$ cat src/rtl/fspc_pkg.sv
`timescale 1ns / 1ps
// ----------------------------------------------------------------------------
// fspc_pkg
// Shared types and constants of the frustum sphere and point cull block.
// ----------------------------------------------------------------------------
package fspc_pkg;

    localparam int NUM_PLANES         = 6;
    localparam int CFG_IDX_W          = 3;
    localparam int PLANE_W            = 64;
    localparam int NORM_W             = 16;
    localparam int OFFS_W             = 16;
    // The offset and the radius are Q8.8; products of Q1.14 and Q8.8 are Q.22.
    localparam int D_SHIFT            = 14;
    localparam int COORD_BITS_DEFAULT = 16;
    localparam int CONT_W             = 2;

    // Register indexes of the plane registers.
    localparam logic [CFG_IDX_W-1:0] REG_PLANE_NEAR   = 3'd0;
    localparam logic [CFG_IDX_W-1:0] REG_PLANE_FAR    = 3'd1;
    localparam logic [CFG_IDX_W-1:0] REG_PLANE_LEFT   = 3'd2;
    localparam logic [CFG_IDX_W-1:0] REG_PLANE_RIGHT  = 3'd3;
    localparam logic [CFG_IDX_W-1:0] REG_PLANE_TOP    = 3'd4;
    localparam logic [CFG_IDX_W-1:0] REG_PLANE_BOTTOM = 3'd5;

    localparam logic [CONT_W-1:0] CONT_DISJOINT   = 2'd0;
    localparam logic [CONT_W-1:0] CONT_INTERSECTS = 2'd1;
    localparam logic [CONT_W-1:0] CONT_CONTAINS   = 2'd2;

    // Verdict gathered along the row of plane cells.
    typedef struct packed {
        logic is_point;
        logic disjoint;
        logic all_inside;
    } flags_t;

    function automatic logic [CFG_IDX_W-1:0] plane_reg_index(input int unsigned idx);
        logic [CFG_IDX_W-1:0] code;
        case (idx)
            0:       code = REG_PLANE_NEAR;
            1:       code = REG_PLANE_FAR;
            2:       code = REG_PLANE_LEFT;
            3:       code = REG_PLANE_RIGHT;
            4:       code = REG_PLANE_TOP;
            default: code = REG_PLANE_BOTTOM;
        endcase
        return code;
    endfunction

endpackage

$ cat src/rtl/fspc_cell.sv
`timescale 1ns / 1ps
// ----------------------------------------------------------------------------
// fspc_cell
// One plane of the frustum: holds the plane register, forms the signed
// distance of the passing item and folds its verdict into the flags.
// ----------------------------------------------------------------------------
module fspc_cell #(
    parameter int COORD_BITS = fspc_pkg::COORD_BITS_DEFAULT,
    parameter int PLANE_IDX  = 0
) (
    input  logic                                clk,
    input  logic                                rst_n,
    input  logic                                cfg_write,
    input  logic [fspc_pkg::CFG_IDX_W-1:0]      cfg_index,
    input  logic [fspc_pkg::PLANE_W-1:0]        cfg_data,
    input  logic                                up_valid,
    output logic                                up_ready,
    input  fspc_pkg::flags_t                    up_flags,
    input  logic signed [COORD_BITS-1:0]        up_cx,
    input  logic signed [COORD_BITS-1:0]        up_cy,
    input  logic signed [COORD_BITS-1:0]        up_cz,
    input  logic [COORD_BITS-2:0]               up_r,
    output logic                                dn_valid,
    input  logic                                dn_ready,
    output fspc_pkg::flags_t                    dn_flags,
    output logic signed [COORD_BITS-1:0]        dn_cx,
    output logic signed [COORD_BITS-1:0]        dn_cy,
    output logic signed [COORD_BITS-1:0]        dn_cz,
    output logic [COORD_BITS-2:0]               dn_r
);
    import fspc_pkg::*;

    localparam int PROD_W = COORD_BITS + NORM_W;
    localparam int DIST_W = (COORD_BITS + 18 > 32) ? COORD_BITS + 18 : 32;
    localparam logic [CFG_IDX_W-1:0] MY_INDEX = plane_reg_index(PLANE_IDX);

    logic [PLANE_W-1:0] plane_reg;

    logic signed [NORM_W-1:0] nx, ny, nz;

    // Product stage.
    logic                         s1_valid_reg;
    flags_t                       s1_flags_reg;
    logic signed [COORD_BITS-1:0] s1_cx_reg, s1_cy_reg, s1_cz_reg;
    logic [COORD_BITS-2:0]        s1_r_reg;
    logic signed [PROD_W-1:0]     s1_px_reg, s1_py_reg, s1_pz_reg;
    logic signed [OFFS_W-1:0]     s1_d_reg;
    logic signed [PROD_W-1:0]     s1_px_next, s1_py_next, s1_pz_next;

    // Decision stage.
    logic                         s2_valid_reg;
    flags_t                       s2_flags_reg;
    flags_t                       s2_flags_next;
    logic signed [COORD_BITS-1:0] s2_cx_reg, s2_cy_reg, s2_cz_reg;
    logic [COORD_BITS-2:0]        s2_r_reg;

    logic signed [DIST_W-1:0] plane_dist;
    logic signed [DIST_W-1:0] r_scaled;
    logic                     s1_load, s2_load, s2_free;

    assign nx = $signed(plane_reg[NORM_W-1:0]);
    assign ny = $signed(plane_reg[2*NORM_W-1:NORM_W]);
    assign nz = $signed(plane_reg[3*NORM_W-1:2*NORM_W]);

    assign s2_free  = !s2_valid_reg || dn_ready;
    assign up_ready = !s1_valid_reg || s2_free;
    assign s1_load  = up_valid && up_ready;
    assign s2_load  = s1_valid_reg && s2_free;

    assign s1_px_next = nx * up_cx;
    assign s1_py_next = ny * up_cy;
    assign s1_pz_next = nz * up_cz;

    assign plane_dist = DIST_W'(s1_px_reg) + DIST_W'(s1_py_reg) + DIST_W'(s1_pz_reg)
                      + (DIST_W'(s1_d_reg) <<< D_SHIFT);
    assign r_scaled = $signed(DIST_W'({s1_r_reg, {D_SHIFT{1'b0}}}));

    always_comb
    begin
        s2_flags_next            = s1_flags_reg;
        s2_flags_next.disjoint   = s1_flags_reg.disjoint || (plane_dist > r_scaled);
        s2_flags_next.all_inside = s1_flags_reg.all_inside && (plane_dist < -r_scaled);
    end

    always_ff @(posedge clk or negedge rst_n)
    begin
        if (!rst_n)
        begin
            plane_reg    <= '0;
            s1_valid_reg <= 1'b0;
            s2_valid_reg <= 1'b0;
        end
        else
        begin
            if (cfg_write && cfg_index == MY_INDEX)
            begin
                plane_reg <= cfg_data;
            end
            if (up_ready)
            begin
                s1_valid_reg <= up_valid;
            end
            if (s2_free)
            begin
                s2_valid_reg <= s1_valid_reg;
            end
        end
    end

    always_ff @(posedge clk)
    begin
        if (s1_load)
        begin
            s1_flags_reg <= up_flags;
            s1_cx_reg    <= up_cx;
            s1_cy_reg    <= up_cy;
            s1_cz_reg    <= up_cz;
            s1_r_reg     <= up_r;
            s1_px_reg    <= s1_px_next;
            s1_py_reg    <= s1_py_next;
            s1_pz_reg    <= s1_pz_next;
            s1_d_reg     <= $signed(plane_reg[PLANE_W-1:3*NORM_W]);
        end
        if (s2_load)
        begin
            s2_flags_reg <= s2_flags_next;
            s2_cx_reg    <= s1_cx_reg;
            s2_cy_reg    <= s1_cy_reg;
            s2_cz_reg    <= s1_cz_reg;
            s2_r_reg     <= s1_r_reg;
        end
    end

    assign dn_valid = s2_valid_reg;
    assign dn_flags = s2_flags_reg;
    assign dn_cx    = s2_cx_reg;
    assign dn_cy    = s2_cy_reg;
    assign dn_cz    = s2_cz_reg;
    assign dn_r     = s2_r_reg;

endmodule

$ cat config.mk
export PLATFORM = sky130hd
export DESIGN_NAME = fspc_cell
export DESIGN_NICKNAME = d
export VERILOG_FILES = /design/src/rtl/fspc_pkg.sv /design/src/rtl/fspc_cell.sv
export SDC_FILE = /design/constraint.sdc
export NUM_CORES = 2
export LEC_CHECK = 0
export BUFFER_PORTS_ARGS = -buffer_cell sky130_fd_sc_hd__buf_2
export CORE_ASPECT_RATIO = 1.5
export CORE_MARGIN = 2
export CORE_UTILIZATION = 42
export DETAILED_ROUTE_END_ITERATION = 16
export PLACE_DENSITY_LB_ADDON = 0.15
export SLEW_MARGIN = 20
export SYNTH_ARGS = -nofsm -noshare
export SYNTH_HDL_FRONTEND = slang
export SYNTH_SLANG_ARGS = --single-unit
$ cat constraint.sdc
create_clock -name clk -period 13.19 [get_ports clk]
set_clock_uncertainty 0.1 [all_clocks]
set_input_delay 0.6595 -clock clk [delete_from_list [all_inputs] [get_ports clk]]
set_output_delay 0.6595 -clock clk [all_outputs]
set_load 0.02 [all_outputs]
==> flow_summary.ini <==
[drt]
viasPerCell = 5.00
num_vias = 28400
drt_wl_total_um = 107000
routedWlPerCell_um = 18.9
drt-initial-drc-count = 1311
wl_met2_um = 60100
dr.pass1.iters = 5
top_layer = met4
met3WireLength_um = 3370
drt-met1-wl_um = 40200
drt.antenna.violating_nets = 0
drc = 0

[synth]
synth.avg_cell_area_um2 = 10.4
synth_xor_area_frac = 0.0298
synth.distinct_cells = 71
ys_warn_count = 0
syn_inst = 4186
synth-seq-cells = 310
synthFlopType = edfxtp_1
synth-seq-area-share = 0.207
synth_top_family_by_area = adder cells
synth-edff-count = 244
yosysTopAreaCellShare = 0.386
synth.cell_area_um2 = 43400
async_reset_ff_frac = 0.213
synth_fa_ha_area_frac = 0.480
synth_mux_area_frac = 0.0176
synthesis.nets = 5484
synth-simple-area-share = 0.117
synth.largest_area_cell = fa_1
yosys-top-cells-area = fa_1 (39%), edfxtp_1 (17%), ha_1 (9.3%)
synth-compound-area-share = 0.0482

[floorplanning]
core_area_um2 = 103000
die_h_um = 398
start_util = 0.423
dieArea_um2 = 106000
rows = 144
io-pin-count = 206
die_w_um = 266

[clock_tree]
cts_sinks = 310
cts_tree = yes
cts_buffers = 37
htreeDepth = 2
clockBufferDepth = 3
cts_setup_buffers = 0
cts-root-buf = clkbuf_16
clk_pin_slew_worst_paths_ns = 0.07
clk_latency_ns = 0.59

[final_layout]
final_cell_mix = inv_1 (1,066), fa_1 (838), nand2_1 (408)
num-fill-cells = 9793
nets = 5633
area_delta_synth_final_pct = 8.36
layout-drive-gt1-share = 0.0830
postLayoutCoreUtil = 0.459
largest_reg_flops = 64
final_common_cell = inv_1

[critical_path]
critical_path_peak_fanout = 17
startpoint_type = register
rr_worst_depth = 20
r2r_setup_slack_ns = 6.04
r2r-end = s1_px_reg[31]
critPathCapture = s1_px_reg[31]
cp.required_ns = 13.42
cp.arrival_ns = 7.38
worstSetupPathType = reg -> reg
cp-end-kind = register
startpoint = plane_reg[15]
rr_startpoint = plane_reg[15]

[job]
max_cap_viol_count = 0

[global_routing]
gr-total-overflow = 0
grt.total_usage = 0.213
antenna_found_initial = 1
grt_max_degree = 139
grt_pass1_vias = 31600
grt_pass1_wl_um = 173000

[timing]
hold_viol_final = 0
max_slew_margin = 0.370
worst_pin_slew_ns = 0.945
holdWs_ns = 0.141
finalSetupViolations = 0
fmax_mhz = 140
rsz0062_at_grt = false
layout_min_cycle_time_ns = 7.15
slew_viol_final = 0
fin_crit_sh = 0.542
tns_ns = 0

[hold_path]
worstHoldPathType = in -> reg

[place]
port_buffers = 205
gp_congestion = 0.841
hpwl_um = 86300

[run_status]
status = completed
[how the worst min path moves through the flow]
stage                         endpoint  cells past startpoint  slack [ns]          from
after global routing      s1_r_reg[11]                      1        0.10      up_r[11]
after global placement        dn_cx[0]                      0        0.30  s1_cx_reg[0]
after CTS                 s1_r_reg[14]                      1        0.08      up_r[14]
final                     s1_r_reg[13]                      1        0.14      up_r[13]
after floorplan               dn_valid                      0        0.26         rst_n
after detailed placement      dn_cz[5]                      0        0.30  s1_cz_reg[5]
[cells by family after synthesis]
logic type / after synthesis
multiplexers: 68
adder cells (fa/ha/maj): 1161
flip-flops: 310
AND/OR/NAND/NOR: 1014
buffers and inverters: 1171
AO/OA/AOI/OAI: 315
XOR/XNOR: 147
[final cells by class]
class                           count  area (um2)  area share
Antenna cell                        1        2.50   0.0000532
Multi-Input combinational cell   2705       30000       0.639
Inverter                         1067        4010      0.0852
Sequential cell                   310        8980       0.191
Clock buffer                       49        1050      0.0224
Clock inverter                     19         196     0.00418
Tap cell                         1314        1640      0.0350
Timing Repair Buffer              214        1110      0.0236
[metal layers]
layer | up-vias | track usage
met1 | 14800 | 0.243
met3 | 150 | 0.0198
li1 | 12900 | -
met2 | 471 | 0.413
met4 | 0 | 0.0673
met5 | - | 0
[synth_stat cells, drive strengths merged, types with 55 or more instances]
library cell  instances
nand2               408
mux2                 65
a21oi               103
fa                  838
edfxtp              244
nor2                 93
dfrtp                66
clkbuf              104
xnor2               125
inv                1067
o21ai                55
and2                379
ha                  322
[repair_timing]
item / 4_1_cts / 5_1_grt
hold endpoints to repair: 28 / 0
hold buffers: 1 / 0
resized for setup: 0 / 0
[stage by stage]
| stage | std cells | instance area, um2 | setup WS (ns) |
|---|---|---|---|
| floorplan | 4186 | 43400 | 6.45 |
| global placement | 5609 | 45800 | 5.91 |
| detailed placement | 5609 | 45800 | 5.78 |
| CTS | 5678 | 47000 | 5.99 |
| global route | 5678 | 47000 | 5.77 |
| finish | 5679 | 47000 | 6.04 |
[worst max-delay path: stages, from the launching register on]
cell and delay, ns:
dfrtp_1 0.65, nand2_1 0.23, inv_1 0.11, fa_1 0.81, fa_1 0.52, fa_1 0.50, fa_1 0.52, fa_1 0.50
inv_1 0.05, fa_1 0.48, inv_1 0.04, ha_1 0.19, or4_4 0.53, o31ai_2 0.23, o31ai_2 0.14, o31a_1 0.30
o41ai_4 0.35, o2111ai_1 0.23, a21o_1 0.20, a21oi_2 0.14, xnor2_1 0.07
Power is left out: the tool's default activity adds up to more than one toggle a clock period on the data nets, which glitch-free logic cannot reach.
